[src/design/dspg_pkg.sv]
// ----------------------------------------------------------------------------
// dspg_pkg
// Shared types, codes and constants of the dual stepper pulse generator.
// ----------------------------------------------------------------------------
package dspg_pkg;

	// Step direction codes
	localparam logic [1:0] DIR_HALT = 2'd0;
	localparam logic [1:0] DIR_FWD  = 2'd1;
	localparam logic [1:0] DIR_REV  = 2'd2;

	// Configuration register indexes
	localparam logic [1:0] CFG_STEPS_PER_REV = 2'd0;
	localparam logic [1:0] CFG_WHEEL_RADIUS  = 2'd1;
	localparam logic [1:0] CFG_TICK_RATE     = 2'd2;

	// Field widths
	localparam int CFG_IDX_W = 2;
	localparam int CFG_DAT_W = 20;
	localparam int CPR_W     = 16;
	localparam int RAD_W     = 16;
	localparam int RATE_W    = 20;
	localparam int VEL_W     = 32;
	localparam int POS_W     = 16;
	localparam int DIR_W     = 2;

	// Register reset values
	localparam logic [CPR_W-1:0]  CPR_RST  = 16'd200;
	localparam logic [RAD_W-1:0]  RAD_RST  = 16'd3277;
	localparam logic [RATE_W-1:0] RATE_RST = 20'd62500;

	// pi in Q16.16
	localparam int                PI_W   = 18;
	localparam logic [PI_W-1:0]   PI_Q16 = 18'd205887;

	// Divisor datapath: product mag*C, denominator pi*R, 20 quotient bits
	localparam int PROD_W = VEL_W + CPR_W;     // 48
	localparam int NUM_W  = 64;
	localparam int DEN_W  = PI_W + RAD_W;      // 34
	localparam int QUO_W  = RATE_W;            // 20
	localparam int NUM_SH = 17;                // x2 and x65536

	localparam int PERIOD_WIDTH_DEF = 16;

	// Divider request and status
	typedef struct packed {
		logic             start;
		logic [DEN_W-1:0] rem;
		logic [QUO_W-1:0] lo;
		logic [DEN_W-1:0] divisor;
	} dspg_div_req_t;

	typedef struct packed {
		logic busy;
		logic done;
	} dspg_div_sts_t;

	// Per-motor control
	typedef struct packed {
		logic             tick;
		logic             load;
		logic [DIR_W-1:0] dir;
	} dspg_chan_ctl_t;

endpackage

[src/design/dspg_if.sv]
// ----------------------------------------------------------------------------
// dspg_if
// Valid/ready channels of the dual stepper pulse generator: input items,
// results and configuration writes.
// ----------------------------------------------------------------------------
interface dspg_in_if;
	logic                               valid;
	logic                               ready;
	logic                               mode;
	logic                               motor;
	logic signed [dspg_pkg::VEL_W-1:0]  velocity;

	modport source (output valid, mode, motor, velocity, input ready);
	modport sink   (input valid, mode, motor, velocity, output ready);
endinterface

interface dspg_out_if;
	logic                       valid;
	logic                       ready;
	logic                       left_step;
	logic                       right_step;
	logic [dspg_pkg::POS_W-1:0] left_position;
	logic [dspg_pkg::POS_W-1:0] right_position;
	logic [dspg_pkg::DIR_W-1:0] left_direction;
	logic [dspg_pkg::DIR_W-1:0] right_direction;

	modport source (output valid, left_step, right_step, left_position, right_position,
		left_direction, right_direction, input ready);
	modport sink   (input valid, left_step, right_step, left_position, right_position,
		left_direction, right_direction, output ready);
endinterface

interface dspg_cfg_if;
	logic                           valid;
	logic                           ready;
	logic [dspg_pkg::CFG_IDX_W-1:0] index;
	logic [dspg_pkg::CFG_DAT_W-1:0] data;

	modport source (output valid, index, data, input ready);
	modport sink   (input valid, index, data, output ready);
endinterface

[src/design/dspg_div.sv]
// ----------------------------------------------------------------------------
// dspg_div
// Shared restoring divider: one quotient bit per cycle, fixed step count.
// ----------------------------------------------------------------------------
module dspg_div (
	input  logic                    clk,
	input  logic                    arst_n,
	input  dspg_pkg::dspg_div_req_t req,
	output dspg_pkg::dspg_div_sts_t sts,
	output logic [dspg_pkg::QUO_W-1:0] quotient
);

	localparam int CNT_W = $clog2(dspg_pkg::QUO_W + 1);

	logic [dspg_pkg::DEN_W-1:0] rem_q;
	logic [dspg_pkg::QUO_W-1:0] dvd_q;
	logic [dspg_pkg::DEN_W-1:0] dsr_q;
	logic [CNT_W-1:0]           cnt_q;
	logic                       busy_q;
	logic                       done_q;

	logic [dspg_pkg::DEN_W:0]   shifted;
	logic [dspg_pkg::DEN_W:0]   trial;
	logic                       qbit;

	assign shifted = {rem_q, dvd_q[dspg_pkg::QUO_W-1]};
	assign trial   = shifted - {1'b0, dsr_q};
	assign qbit    = ~trial[dspg_pkg::DEN_W];

	always_ff @(posedge clk or negedge arst_n) begin
		if (!arst_n) begin
			busy_q <= 1'b0;
			done_q <= 1'b0;
			cnt_q  <= '0;
		end else begin
			done_q <= 1'b0;
			if (req.start) begin
				busy_q <= 1'b1;
				cnt_q  <= CNT_W'(dspg_pkg::QUO_W);
			end else if (busy_q) begin
				cnt_q <= cnt_q - 1'b1;
				if (cnt_q == CNT_W'(1)) begin
					busy_q <= 1'b0;
					done_q <= 1'b1;
				end
			end
		end
	end

	always_ff @(posedge clk) begin
		if (req.start) begin
			rem_q <= req.rem;
			dvd_q <= req.lo;
			dsr_q <= req.divisor;
		end else if (busy_q) begin
			// keep the difference when it stays non-negative
			rem_q <= qbit ? trial[dspg_pkg::DEN_W-1:0] : shifted[dspg_pkg::DEN_W-1:0];
			dvd_q <= {dvd_q[dspg_pkg::QUO_W-2:0], qbit};
		end
	end

	assign sts.busy = busy_q;
	assign sts.done = done_q;
	assign quotient = dvd_q;

endmodule

[src/design/dspg_chan.sv]
// ----------------------------------------------------------------------------
// dspg_chan
// One motor: tick counter, half period, direction, step level, position.
// ----------------------------------------------------------------------------
module dspg_chan #(
	parameter int PERIOD_WIDTH = dspg_pkg::PERIOD_WIDTH_DEF
) (
	input  logic                           clk,
	input  logic                           arst_n,
	input  dspg_pkg::dspg_chan_ctl_t       ctl,
	input  logic [PERIOD_WIDTH-1:0]        hp,
	input  logic [dspg_pkg::CPR_W-1:0]     step_modulus,
	output logic                           step,
	output logic [dspg_pkg::POS_W-1:0]     position,
	output logic [dspg_pkg::DIR_W-1:0]     direction
);

	logic [PERIOD_WIDTH-1:0]    cnt_q;
	logic [PERIOD_WIDTH-1:0]    hp_q;
	logic [dspg_pkg::DIR_W-1:0] dir_q;
	logic                       step_q;
	logic [dspg_pkg::POS_W-1:0] pos_q;

	logic [PERIOD_WIDTH-1:0]    cnt_inc;
	logic                       wrap;
	logic [dspg_pkg::POS_W:0]   modulus;
	logic [dspg_pkg::POS_W:0]   pos_up;
	logic [dspg_pkg::POS_W:0]   pos_next;

	assign cnt_inc = cnt_q + 1'b1;
	assign wrap    = (cnt_inc >= hp_q);
	// a zero modulus stands for the full 16-bit range
	assign modulus = (step_modulus == '0) ? {1'b1, {dspg_pkg::POS_W{1'b0}}}
		: {1'b0, step_modulus};
	assign pos_up  = {1'b0, pos_q} + 1'b1;

	always_comb begin
		if (dir_q == dspg_pkg::DIR_REV) begin
			if (pos_q == '0) begin
				pos_next = modulus - 1'b1;
			end else begin
				pos_next = {1'b0, pos_q} - 1'b1;
			end
		end else if (pos_up >= modulus) begin
			pos_next = pos_up - modulus;
		end else begin
			pos_next = pos_up;
		end
	end

	always_ff @(posedge clk or negedge arst_n) begin
		if (!arst_n) begin
			cnt_q  <= '0;
			hp_q   <= '0;
			dir_q  <= dspg_pkg::DIR_HALT;
			step_q <= 1'b0;
			pos_q  <= '0;
		end else if (ctl.load) begin
			hp_q  <= hp;
			dir_q <= ctl.dir;
		end else if (ctl.tick) begin
			cnt_q <= wrap ? '0 : cnt_inc;
			if (wrap && dir_q != dspg_pkg::DIR_HALT) begin
				step_q <= ~step_q;
				// advance on the rising edge only
				if (!step_q) begin
					pos_q <= pos_next[dspg_pkg::POS_W-1:0];
				end
			end
		end
	end

	assign step      = step_q;
	assign position  = pos_q;
	assign direction = dir_q;

endmodule

[src/design/dual_stepper_pulse_generator_core.sv]
// ----------------------------------------------------------------------------
// dual_stepper_pulse_generator_core
// Two-channel stepper step-pulse generator with velocity-to-period divider.
// ----------------------------------------------------------------------------
// Each input transfer is a timer tick or a signed Q16.16 velocity command for
// one motor, and each yields one result transfer carrying both motors' step
// levels, positions and directions after the item. A tick is applied in the
// cycle it is taken, so its result is offered on the next cycle. A velocity
// command passes through the states MUL (the two products |v|*counts and
// pi*radius), CMP (one wide compare that screens out frequencies at or above
// 2^20 Hz), then two passes through the shared one-bit-per-cycle restoring
// divider (frequency, then tick_rate over frequency), each ending with a done
// pulse. The screen ends a command after the compare and a zero frequency
// ends it after the first pass. The block takes a new item only when idle and
// the result register is empty or being drained, so no item is taken until
// the command before it has finished; configuration writes are always taken
// and must be made while idle.
// ----------------------------------------------------------------------------
module dual_stepper_pulse_generator_core #(
	parameter int PERIOD_WIDTH = dspg_pkg::PERIOD_WIDTH_DEF
) (
	input  logic         clk,
	input  logic         arst_n,
	dspg_in_if.sink      item,
	dspg_out_if.source   result,
	dspg_cfg_if.sink     cfg
);

	localparam logic [2:0] ST_IDLE = 3'd0;
	localparam logic [2:0] ST_MUL  = 3'd1;
	localparam logic [2:0] ST_CMP  = 3'd2;
	localparam logic [2:0] ST_DIV1 = 3'd3;
	localparam logic [2:0] ST_DIV2 = 3'd4;

	localparam int XW = (PERIOD_WIDTH > dspg_pkg::QUO_W) ? PERIOD_WIDTH : dspg_pkg::QUO_W;

	// configuration registers
	logic [dspg_pkg::CPR_W-1:0]  cpr_q;
	logic [dspg_pkg::RAD_W-1:0]  rad_q;
	logic [dspg_pkg::RATE_W-1:0] rate_q;

	// sequencer and command datapath
	logic [2:0]                  state_q;
	logic                        out_valid_q;
	logic                        motor_q;
	logic [dspg_pkg::DIR_W-1:0]  dir_q;
	logic [dspg_pkg::VEL_W-1:0]  mag_q;
	logic [dspg_pkg::PROD_W-1:0] prod_q;
	logic [dspg_pkg::DEN_W-1:0]  den_q;

	logic                        in_xfer;
	logic                        out_xfer;
	logic [dspg_pkg::VEL_W-1:0]  raw;
	logic [dspg_pkg::NUM_W-1:0]  num;
	logic [dspg_pkg::NUM_W-1:0]  den_big;
	logic                        load;
	logic [PERIOD_WIDTH-1:0]     hp;
	logic [dspg_pkg::QUO_W-1:0]  t_m1;
	logic [XW-1:0]               t_m1_x;

	dspg_pkg::dspg_div_req_t     div_req;
	dspg_pkg::dspg_div_sts_t     div_sts;
	logic [dspg_pkg::QUO_W-1:0]  quotient;

	dspg_pkg::dspg_chan_ctl_t    ctl_l;
	dspg_pkg::dspg_chan_ctl_t    ctl_r;

	assign in_xfer  = item.valid && item.ready;
	assign out_xfer = result.valid && result.ready;
	assign raw      = item.velocity;

	// take a new item only when idle and the result slot frees up
	assign item.ready   = (state_q == ST_IDLE) && (!out_valid_q || result.ready);
	assign cfg.ready    = 1'b1;
	assign result.valid = out_valid_q;

	// configuration writes; unknown indexes drop
	always_ff @(posedge clk or negedge arst_n) begin
		if (!arst_n) begin
			cpr_q  <= dspg_pkg::CPR_RST;
			rad_q  <= dspg_pkg::RAD_RST;
			rate_q <= dspg_pkg::RATE_RST;
		end else if (cfg.valid) begin
			case (cfg.index)
				dspg_pkg::CFG_STEPS_PER_REV: cpr_q  <= cfg.data[dspg_pkg::CPR_W-1:0];
				dspg_pkg::CFG_WHEEL_RADIUS:  rad_q  <= cfg.data[dspg_pkg::RAD_W-1:0];
				dspg_pkg::CFG_TICK_RATE:     rate_q <= cfg.data[dspg_pkg::RATE_W-1:0];
				default: ;
			endcase
		end
	end

	// numerator 2*|v|*C*65536 and its screen against pi*R*2^20
	assign num     = {prod_q[dspg_pkg::NUM_W-dspg_pkg::NUM_SH-1:0], {dspg_pkg::NUM_SH{1'b0}}};
	assign den_big = {{(dspg_pkg::NUM_W-dspg_pkg::DEN_W-dspg_pkg::QUO_W){1'b0}}, den_q,
		{dspg_pkg::QUO_W{1'b0}}};

	// half period from t = tick_rate / q: t - 1, floored at zero, clamped
	assign t_m1   = (quotient == '0) ? '0 : quotient - 1'b1;
	assign t_m1_x = XW'(t_m1);

	always_comb begin
		div_req.start   = 1'b0;
		div_req.rem     = num[dspg_pkg::DEN_W+dspg_pkg::QUO_W-1:dspg_pkg::QUO_W];
		div_req.lo      = num[dspg_pkg::QUO_W-1:0];
		div_req.divisor = den_q;
		load            = 1'b0;
		hp              = '0;
		case (state_q)
			ST_CMP: begin
				if (num >= den_big) begin
					// frequency at or above 2^20: period collapses to zero
					load = 1'b1;
				end else begin
					div_req.start = 1'b1;
				end
			end
			ST_DIV1: begin
				if (div_sts.done) begin
					if (quotient == '0) begin
						load = 1'b1;
						hp   = '1;
					end else begin
						div_req.start   = 1'b1;
						div_req.rem     = '0;
						div_req.lo      = rate_q;
						div_req.divisor = {{(dspg_pkg::DEN_W-dspg_pkg::QUO_W){1'b0}}, quotient};
					end
				end
			end
			ST_DIV2: begin
				if (div_sts.done) begin
					load = 1'b1;
					hp   = (t_m1_x > XW'({PERIOD_WIDTH{1'b1}})) ? '1 : t_m1_x[PERIOD_WIDTH-1:0];
				end
			end
			default: ;
		endcase
	end

	// sequencer
	always_ff @(posedge clk or negedge arst_n) begin
		if (!arst_n) begin
			state_q     <= ST_IDLE;
			out_valid_q <= 1'b0;
		end else begin
			if ((in_xfer && !item.mode) || load) begin
				out_valid_q <= 1'b1;
			end else if (out_xfer) begin
				out_valid_q <= 1'b0;
			end
			case (state_q)
				ST_IDLE: if (in_xfer && item.mode) state_q <= ST_MUL;
				ST_MUL:  state_q <= ST_CMP;
				ST_CMP:  state_q <= load ? ST_IDLE : ST_DIV1;
				ST_DIV1: begin
					if (load) begin
						state_q <= ST_IDLE;
					end else if (div_sts.done) begin
						state_q <= ST_DIV2;
					end
				end
				ST_DIV2: if (load) state_q <= ST_IDLE;
				default: state_q <= ST_IDLE;
			endcase
		end
	end

	// command payload: hold motor, direction and magnitude, then form products
	always_ff @(posedge clk) begin
		if (in_xfer && item.mode) begin
			motor_q <= item.motor;
			if (raw[dspg_pkg::VEL_W-1]) begin
				dir_q <= dspg_pkg::DIR_REV;
				mag_q <= '0 - raw;
			end else begin
				dir_q <= (raw != '0) ? dspg_pkg::DIR_FWD : dspg_pkg::DIR_HALT;
				mag_q <= raw;
			end
		end
		if (state_q == ST_MUL) begin
			prod_q <= mag_q * cpr_q;
			den_q  <= dspg_pkg::PI_Q16 * rad_q;
		end
	end

	dspg_div u_div (
		.clk      (clk),
		.arst_n   (arst_n),
		.req      (div_req),
		.sts      (div_sts),
		.quotient (quotient)
	);

	// per-motor controls: ticks go to both, loads to the addressed one
	assign ctl_l.tick = in_xfer && !item.mode;
	assign ctl_l.load = load && !motor_q;
	assign ctl_l.dir  = dir_q;
	assign ctl_r.tick = in_xfer && !item.mode;
	assign ctl_r.load = load && motor_q;
	assign ctl_r.dir  = dir_q;

	dspg_chan #(.PERIOD_WIDTH(PERIOD_WIDTH)) u_chan_l (
		.clk          (clk),
		.arst_n       (arst_n),
		.ctl          (ctl_l),
		.hp           (hp),
		.step_modulus (cpr_q),
		.step         (result.left_step),
		.position     (result.left_position),
		.direction    (result.left_direction)
	);

	dspg_chan #(.PERIOD_WIDTH(PERIOD_WIDTH)) u_chan_r (
		.clk          (clk),
		.arst_n       (arst_n),
		.ctl          (ctl_r),
		.hp           (hp),
		.step_modulus (cpr_q),
		.step         (result.right_step),
		.position     (result.right_position),
		.direction    (result.right_direction)
	);

	// a half period is only ever loaded from a busy sequencer
	a_load_not_idle: assert property (@(posedge clk) disable iff (!arst_n)
		load |-> state_q != ST_IDLE)
		else $error("half period loaded while idle");

	// the shared divider is never restarted mid-division
	a_div_no_overlap: assert property (@(posedge clk) disable iff (!arst_n)
		div_req.start |-> !div_sts.busy)
		else $error("divider started while busy");

	// a tick transfer always produces a result on the next cycle
	a_tick_result: assert property (@(posedge clk) disable iff (!arst_n)
		(in_xfer && !item.mode) |=> result.valid)
		else $error("tick without result");

	// a stopped left motor holds its step level
	a_stop_holds: assert property (@(posedge clk) disable iff (!arst_n)
		(result.left_direction == dspg_pkg::DIR_HALT) |=> $stable(result.left_step))
		else $error("stopped left motor toggled");

endmodule
[src/flat_wrapper.sv]
// flat-port wrapper written by rule: the top's interface ports become plain ports
module dual_stepper_pulse_generator_core_flat 
#(
	parameter int PERIOD_WIDTH = dspg_pkg::PERIOD_WIDTH_DEF
)
  (clk, arst_n, item_valid, item_mode, item_motor, item_velocity, item_ready, result_valid, result_left_step, result_right_step, result_left_position, result_right_position, result_left_direction, result_right_direction, result_ready, cfg_valid, cfg_index, cfg_data, cfg_ready);
  dspg_in_if item_i ();
  dspg_out_if result_i ();
  dspg_cfg_if cfg_i ();
  input  logic clk;
  input  logic arst_n;
  input wire logic [$bits(item_i.valid)-1:0] item_valid;
  input wire logic [$bits(item_i.mode)-1:0] item_mode;
  input wire logic [$bits(item_i.motor)-1:0] item_motor;
  input wire logic [$bits(item_i.velocity)-1:0] item_velocity;
  output wire logic [$bits(item_i.ready)-1:0] item_ready;
  output wire logic [$bits(result_i.valid)-1:0] result_valid;
  output wire logic [$bits(result_i.left_step)-1:0] result_left_step;
  output wire logic [$bits(result_i.right_step)-1:0] result_right_step;
  output wire logic [$bits(result_i.left_position)-1:0] result_left_position;
  output wire logic [$bits(result_i.right_position)-1:0] result_right_position;
  output wire logic [$bits(result_i.left_direction)-1:0] result_left_direction;
  output wire logic [$bits(result_i.right_direction)-1:0] result_right_direction;
  input wire logic [$bits(result_i.ready)-1:0] result_ready;
  input wire logic [$bits(cfg_i.valid)-1:0] cfg_valid;
  input wire logic [$bits(cfg_i.index)-1:0] cfg_index;
  input wire logic [$bits(cfg_i.data)-1:0] cfg_data;
  output wire logic [$bits(cfg_i.ready)-1:0] cfg_ready;
  assign item_i.valid = item_valid;
  assign item_i.mode = item_mode;
  assign item_i.motor = item_motor;
  assign item_i.velocity = item_velocity;
  assign item_ready = item_i.ready;
  assign result_valid = result_i.valid;
  assign result_left_step = result_i.left_step;
  assign result_right_step = result_i.right_step;
  assign result_left_position = result_i.left_position;
  assign result_right_position = result_i.right_position;
  assign result_left_direction = result_i.left_direction;
  assign result_right_direction = result_i.right_direction;
  assign result_i.ready = result_ready;
  assign cfg_i.valid = cfg_valid;
  assign cfg_i.index = cfg_index;
  assign cfg_i.data = cfg_data;
  assign cfg_ready = cfg_i.ready;
  dual_stepper_pulse_generator_core #(.PERIOD_WIDTH(PERIOD_WIDTH)) u_core (.clk(clk), .arst_n(arst_n), .item(item_i), .result(result_i), .cfg(cfg_i));
endmodule
[config.mk]
export PLATFORM = sky130hd
export DESIGN_NAME = dual_stepper_pulse_generator_core_flat
export DESIGN_NICKNAME = d
export VERILOG_FILES = /design/src/design/dspg_pkg.sv /design/src/design/dspg_if.sv /design/src/design/dspg_div.sv /design/src/design/dspg_chan.sv /design/src/design/dual_stepper_pulse_generator_core.sv /design/src/flat_wrapper.sv
export SDC_FILE = /design/constraint.sdc
export NUM_CORES = 2
export LEC_CHECK = 0
export ABC_AREA = 1
export BUFFER_PORTS_ARGS = -buffer_cell sky130_fd_sc_hd__buf_2
export CAP_MARGIN = 20
export CORE_MARGIN = 5
export CORE_UTILIZATION = 40
export DETAILED_ROUTE_END_ITERATION = 10
export GPL_TIMING_DRIVEN = 1
export PLACE_DENSITY_LB_ADDON = 0.12
export SYNTH_ARGS = -nofsm -noshare
export SYNTH_HDL_FRONTEND = slang
export SYNTH_SLANG_ARGS = --single-unit
[constraint.sdc]
create_clock -name clk -period 17.3 [get_ports clk]
set_clock_uncertainty 0.1 [all_clocks]
set_input_delay 0.865 -clock clk [delete_from_list [all_inputs] [get_ports clk]]
set_output_delay 0.865 -clock clk [all_outputs]
set_load 0.01 [all_outputs]
; ---- Word level (Yosys, flattened, before mapping)
; Cells that the tools add are included.
[totals]
reg_bits = 369
in_bits = 61
out_inout_bits = 41
[op_classes]
addsub = 13
n_mul = 2
n_lt_le_gt_ge = 6
n_eq_ne = 12
mux = 48
bitwise = 5
n_reduce_logical = 35
[ops]
columns = operator, n
row1 = 2-to-1 mux 16 bit, 12
row2 = 2-to-1 mux 89 bit, 2
row3 = 2-to-1 mux 34 bit, 3
row4 = 2-to-1 mux 88 bit, 1
row5 = >= comparator 64 x 54 -> 1 bit, 1
row6 = 2-to-1 mux 20 bit, 3
row7 = logical NOT 16 bit, 3
row8 = "subtractor 16 x 1 -> 16 bit, second input constant", 3
row9 = multiplier 32 x 16 -> 47 bit, 1
row10 = subtractor 35 x 34 -> 35 bit, 1
row11 = "adder 16 x 1 -> 17 bit, second input constant", 2
row12 = >= comparator 17 bit, 2
row13 = "multiplier 18 x 16 -> 34 bit, first input constant", 1
row14 = "adder 16 x 1 -> 16 bit, second input constant", 2
row15 = >= comparator 16 bit, 2
row16 = one-hot mux 16 bit (2 select lines), 1
row17 = nonzero test 32 bit, 1
row18 = "subtractor 1 x 32 -> 32 bit, first input constant", 1
row19 = subtractor 16 bit, 2
row20 = 2-to-1 mux 31 bit, 1
row21 = "greater-than comparator 20 x 16 -> 1 bit, second input constant", 1
row22 = logical NOT 20 bit, 1
row23 = "subtractor 20 x 1 -> 20 bit, second input constant", 1
row24 = 2-to-1 mux 17 bit, 1
row25 = 27 further kinds, 72

; ---- Depth between registers and ports, before layout
[depth]
depth_word = 7
ltp_mapped = 27
depth_no_buf = 25

; ---- Hierarchy
; Synthesis repeated with hierarchy kept, for this count alone.
[hier_totals]
cells_unflattened = 6716
area_unflattened_um2 = 49221.0
[by_module_without_submodules]
columns = mod, instances, cells_each, area_each_um2, seq_area_each_um2
row1 = dual_stepper_pulse_generator_core, 1, 4101, 31813.0, 4906.0
row2 = dspg_chan, 2, 834, 5162.5, 1276.2
row3 = dspg_div, 1, 947, 7083.0, 2817.7

; ---- Worst setup path after synthesis
; No wires, ideal clock.
[synth_timing]
kind = register to register
startpoint = register u_core.state_q[2]
endpoint = register u_core.den_q[0] (netlist bit) (enable)
setup_time_ns = 0.621
t_arrival_ns = 5.996
setup_slack_ns = 10.583
stages_incl_launch_ff = 2
n_path_buf = 0
period_less_slack_ns = 6.717
cell_sequence = dfrtp_1 > nor3_1
[synth_between]
elab_chain_cells = 1
[synth_lines]
columns = element, line
row1 = start: declaration, dual_stepper_pulse_generator_core.sv:43  ; logic [2:0] state_q;
row2 = start signal: assignment, dual_stepper_pulse_generator_core.sv:155  ; ST_CMP: state_q <= load ? ST_IDLE : ST_DIV1;
row3 = equality test 3 x 1 -> 1 bit, dual_stepper_pulse_generator_core.sv:181  ; if (state_q == ST_MUL) begin
row4 = end signal: assignment, dual_stepper_pulse_generator_core.sv:183  ; den_q <= dspg_pkg::PI_Q16 * rad_q;
row5 = end: declaration, dual_stepper_pulse_generator_core.sv:49  ; logic [dspg_pkg::DEN_W-1:0] den_q;
; No other way between the ends.
; A chain may end at the register's enable or synchronous reset.

; ---- Worst setup path in the final report
[layout_timing]
startpoint = register u_core.cpr_q[3] (netlist bit)
endpoint = register u_core.prod_q[24] (netlist bit) (data pin)
[layout_between]
elab_chain_cells = 1
[layout_lines]
columns = element, line
row1 = start: declaration, dual_stepper_pulse_generator_core.sv:38  ; logic [dspg_pkg::CPR_W-1:0] cpr_q;
row2 = start signal: assignment, dual_stepper_pulse_generator_core.sv:80  ; cpr_q <= dspg_pkg::CPR_RST;
row3 = start signal: assignment, dual_stepper_pulse_generator_core.sv:85  ; dspg_pkg::CFG_STEPS_PER_REV: cpr_q <= cfg.data[dspg_pkg::CPR_W-1:0];
row4 = multiplier 32 x 16 -> 47 bit, dual_stepper_pulse_generator_core.sv:182  ; prod_q <= mag_q * cpr_q;
row5 = end signal: assignment, dual_stepper_pulse_generator_core.sv:182
row6 = end: declaration, dual_stepper_pulse_generator_core.sv:48  ; logic [dspg_pkg::PROD_W-1:0] prod_q;
; No other way between the ends.

==> run summary <==
The flow ran to the end, and the final reports show no timing, DRC or antenna violations. The clock reaches the later pin of the worst-skew pair after 0.65 ns. After clock tree synthesis, the clock-pin slew on the worst setup and hold paths is 0.07 ns. Once the clock tree was built, the resizer swapped 0 gates to a different size. Yosys mapped the design onto 66 distinct sky130hd cell types. Initial antenna violation count: 4.

The number of failing hold endpoints at the final stage was 0; the initial cell density of the core was 40.2%. Using the TritonRoute via totals, the vias-per-cell ratio works out to 5.07. The synthesized design spends more area on one cell type than any other, namely sky130_fd_sc_hd__fa_1. The worst hold path belongs to the class primary input to async pin. Derived from the worst setup path, the maximum achievable clock frequency is 142 MHz. The number of vias after detailed routing is 39300, and the number of synthesized register bits is 369.

For met3 alone, demand over resource in global routing was 2.63%. The pin slew with the least headroom to its limit works out to 1.00 ns. sky130_fd_sc_hd__nand2_1 is the most common cell in the netlist.

The met2 track utilization from global routing is 37.8%, and the area added between synthesis and finish is 7.39%. Cell at the slowest stage of the critical path: sky130_fd_sc_hd__dfstp_2. The post-route netlist has 5.26% of its cells at a drive strength greater than 1. The number of buffers and inverters on the critical path is 4. In the final timing run, aggregate negative setup slack is 0 ns. The number of enable flip-flop cells after synthesis is 204, and the die boundary height is 354 um. In the final routed layout, each cell accounts on average for 19.1 um.

Fill cells in the final layout number 12100. STA classifies the critical path startpoint as a register. The quantity of I/O buffers inserted on ports came out at 100. The longest clock path from root to sink contains 3 buffers. The tools report the placeable core region as 118000 um2. The tools report the cell at the root of the clock tree as sky130_fd_sc_hd__clkbuf_16. During synthesis, Yosys emitted a total of 0 warnings. The logs give 21.7% for the register area share after synthesis and 48 for the number of clock buffers inserted by TritonCTS. The tools report the worst endpoint data arrival time as 7.35 ns. The tree built by TritonCTS fans out to 369 sinks.

The worst path needs 7.04 ns of the cycle, external delays included. The dominant synthesized flop cell was sky130_fd_sc_hd__edfxtp_1. TritonCTS built the clock tree. Synthesis produced 6208 cells.

The first detailed-routing pass took 6 iterations. The tools report the met1 capacity usage during global routing as 34.2%. The share of synthesized area in the top cell type comes to 21.1%. After clock tree synthesis, the flow added hold-fix buffers numbering 0. The horizontal die dimension is 354 um.

For this run, the post-layout net count is 7145. The cell type group with the largest total delay on the critical path was adder cells. Post-route DRC violation count: 0. By area the synthesized netlist is led by sky130_fd_sc_hd__fa_1 (21%), sky130_fd_sc_hd__edfxtp_1 (13%), sky130_fd_sc_hd__nand2_1 (12%).

0 antenna diodes ended up in the layout. After the first detailed-routing iteration, the DRC count stood at 2811. The total half-perimeter wirelength after legalization and detailed placement is 117000 um, and the max-capacitance violation count is 0. The kind of end point of the critical path is a register. For the number of top-level pins, the log shows 102. For the final number of max-transition violations, the log shows 0. The average cell area after synthesis works out to 7.62 um2. The post-route clock period utilization is 40.7%. For this run the aggregate overflow at the end of global routing stands at 0. Walking the worst path, the cells encountered are nand2_1, fa_1, fa_1, fa_1, inv_1, fa_1, fa_1, inv_1, fa_1, inv_1, ha_1, nand2_1, nor2_1, inv_1, nor4_1, a21oi_1, xnor2_1. The critical path class was register to register. The largest single stage delay on the critical path is 1.17 ns.

Total global routing track utilization: 23.4%. STA puts the critical path data required time at 17.61 ns. Number of global-route vias before repair: 39300. For the count of buffers added by post-CTS timing repair for setup, the log shows 0.

For the depth of the CTS H-tree, the log shows 2. Setup repair after global routing left no endpoint under its margin. The number of setup violations in the final report came out at 0. The synthesized cell area is 47300 um2, and the total nets after synthesis is 7180. Of all nets on the critical path, the largest fanout is 37.

The first global-routing pass estimated 231000 um of wire. For this block, the routed nets add up to 148000 um of wire. By instance count, the cell type seen most on the critical path is sky130_fd_sc_hd__fa_1. The busiest layer in global routing is met2. The proportion of synthesized flip-flops having asynchronous set or reset is 44.7%. The congestion estimate from routability-driven global placement came to 0.920. The floorplan step defined a die boundary enclosing 125000 um2. The worst slew slack as a fraction of its limit came out at 33.2%. Once detail routing completed, the nets flagged for antenna violations numbered 0.

Counting instances in the post-synthesis netlist gives the leading cell types as sky130_fd_sc_hd__nand2_1 (1543), sky130_fd_sc_hd__inv_1 (1369), sky130_fd_sc_hd__fa_1 (499), sky130_fd_sc_hd__ha_1 (412), sky130_fd_sc_hd__nor2_1 (387). The number of rows created at floorplan came out at 126. The run gives 98 as the pin count of the biggest net entering global routing.
[area by class of cell]
class / count / area, um2 / share of cell area (%)
Inverter: 1386 / 5200 / 10.2
Clock inverter: 35 / 458 / 0.901
Tap cell: 1536 / 1920 / 3.78
Multi-Input combinational cell: 4235 / 30900 / 60.8
Clock buffer: 54 / 1240 / 2.45
Sequential cell: 369 / 10300 / 20.2
Timing Repair Buffer: 133 / 815 / 1.60
[metrics by stage]
step,cells,worst slack (ns),utilization (%),area (um2),hold WS [ns]
4_1_cts,7745,10.32,43.1,50700,0.264
6_report,7748,10.26,43.1,50800,0.260
3_5_place_dp,7656,10.35,41.6,49000,0.364
2_1_floorplan,6208,10.58,-,47300,0.342
5_1_grt,7748,9.92,43.1,50800,0.311
3_3_place_gp,7656,10.24,41.6,49000,0.358
[layout by cell type (no fill, tap or decap), drive strengths merged, types with 19 or more instances in the layout]
master  instances
nand2        1557
inv          1389
fa            499
ha            412
nor2          411
nand3         315
o21ai         293
a21oi         218
edfxtp        204
dfrtp         148
xor2          140
buf           133
nor3           72
xnor2          59
nand4          55
clkbuf         54
a21boi         29
o21bai         26
o22ai          23
a31oi          21
clkinv         19
[cells by family after synthesis]
kind of cell | count (synthesis) | synth area share (%)
mux | 4 | 0.0952
compound gates | 667 | 7.91
simple gates | 2453 | 21.5
flops | 369 | 21.7
xor+xnor | 199 | 3.68
fa+ha+maj | 911 | 32.0
other cells | 1 | 0.00793
buf+inv | 1604 | 13.0
[per-layer routing]
layer	share of wire, %	routed length (um)	up-vias
met5	0	0	-
met4	2.0	2940	0
met3	4.8	7080	160
met2	45	67200	951
met1	48	70700	19100
li1	-	-	19000
[final timing paths]
kind	startpoint	endpoint	slack, ns	cells past startpoint
max in group asynchronous	arst_n	u_core.cpr_q[7]	15.46	3
min in group clk	item_velocity[0]	u_core.mag_q[0]	0.34	1
worst max-delay path	u_core.cpr_q[3]	u_core.prod_q[24]	10.26	17
worst min-delay path	arst_n	u_core.u_div.cnt_q[1]	0.26	1
worst min register to register	u_core.u_chan_r.hp_q[1]	u_core.u_chan_r.hp_q[1]	0.37	2
worst max register to register	u_core.cpr_q[3]	u_core.prod_q[24]	10.26	17
[sequential cells by signal (all words and copies together), names as in the netlist, 5 cells and up]
signal and count:
u_core.rad_q 16, u_core.prod_q 47, u_core.rate_q 20, u_core.u_div.cnt_q 5, u_core.u_chan_l.position 16, u_core.den_q 34, u_core.u_chan_r.hp_q 16, u_core.u_div.dsr_q 34
u_core.u_div.rem_q 34, u_core.u_div.quotient 20, u_core.u_chan_l.cnt_q 16, u_core.u_chan_r.position 16, u_core.cpr_q 16, u_core.u_chan_l.hp_q 16, u_core.mag_q 32, u_core.u_chan_r.cnt_q 16
Power is left out: the tool's default activity adds up to more than one toggle a clock period on the data nets, which glitch-free logic cannot reach.
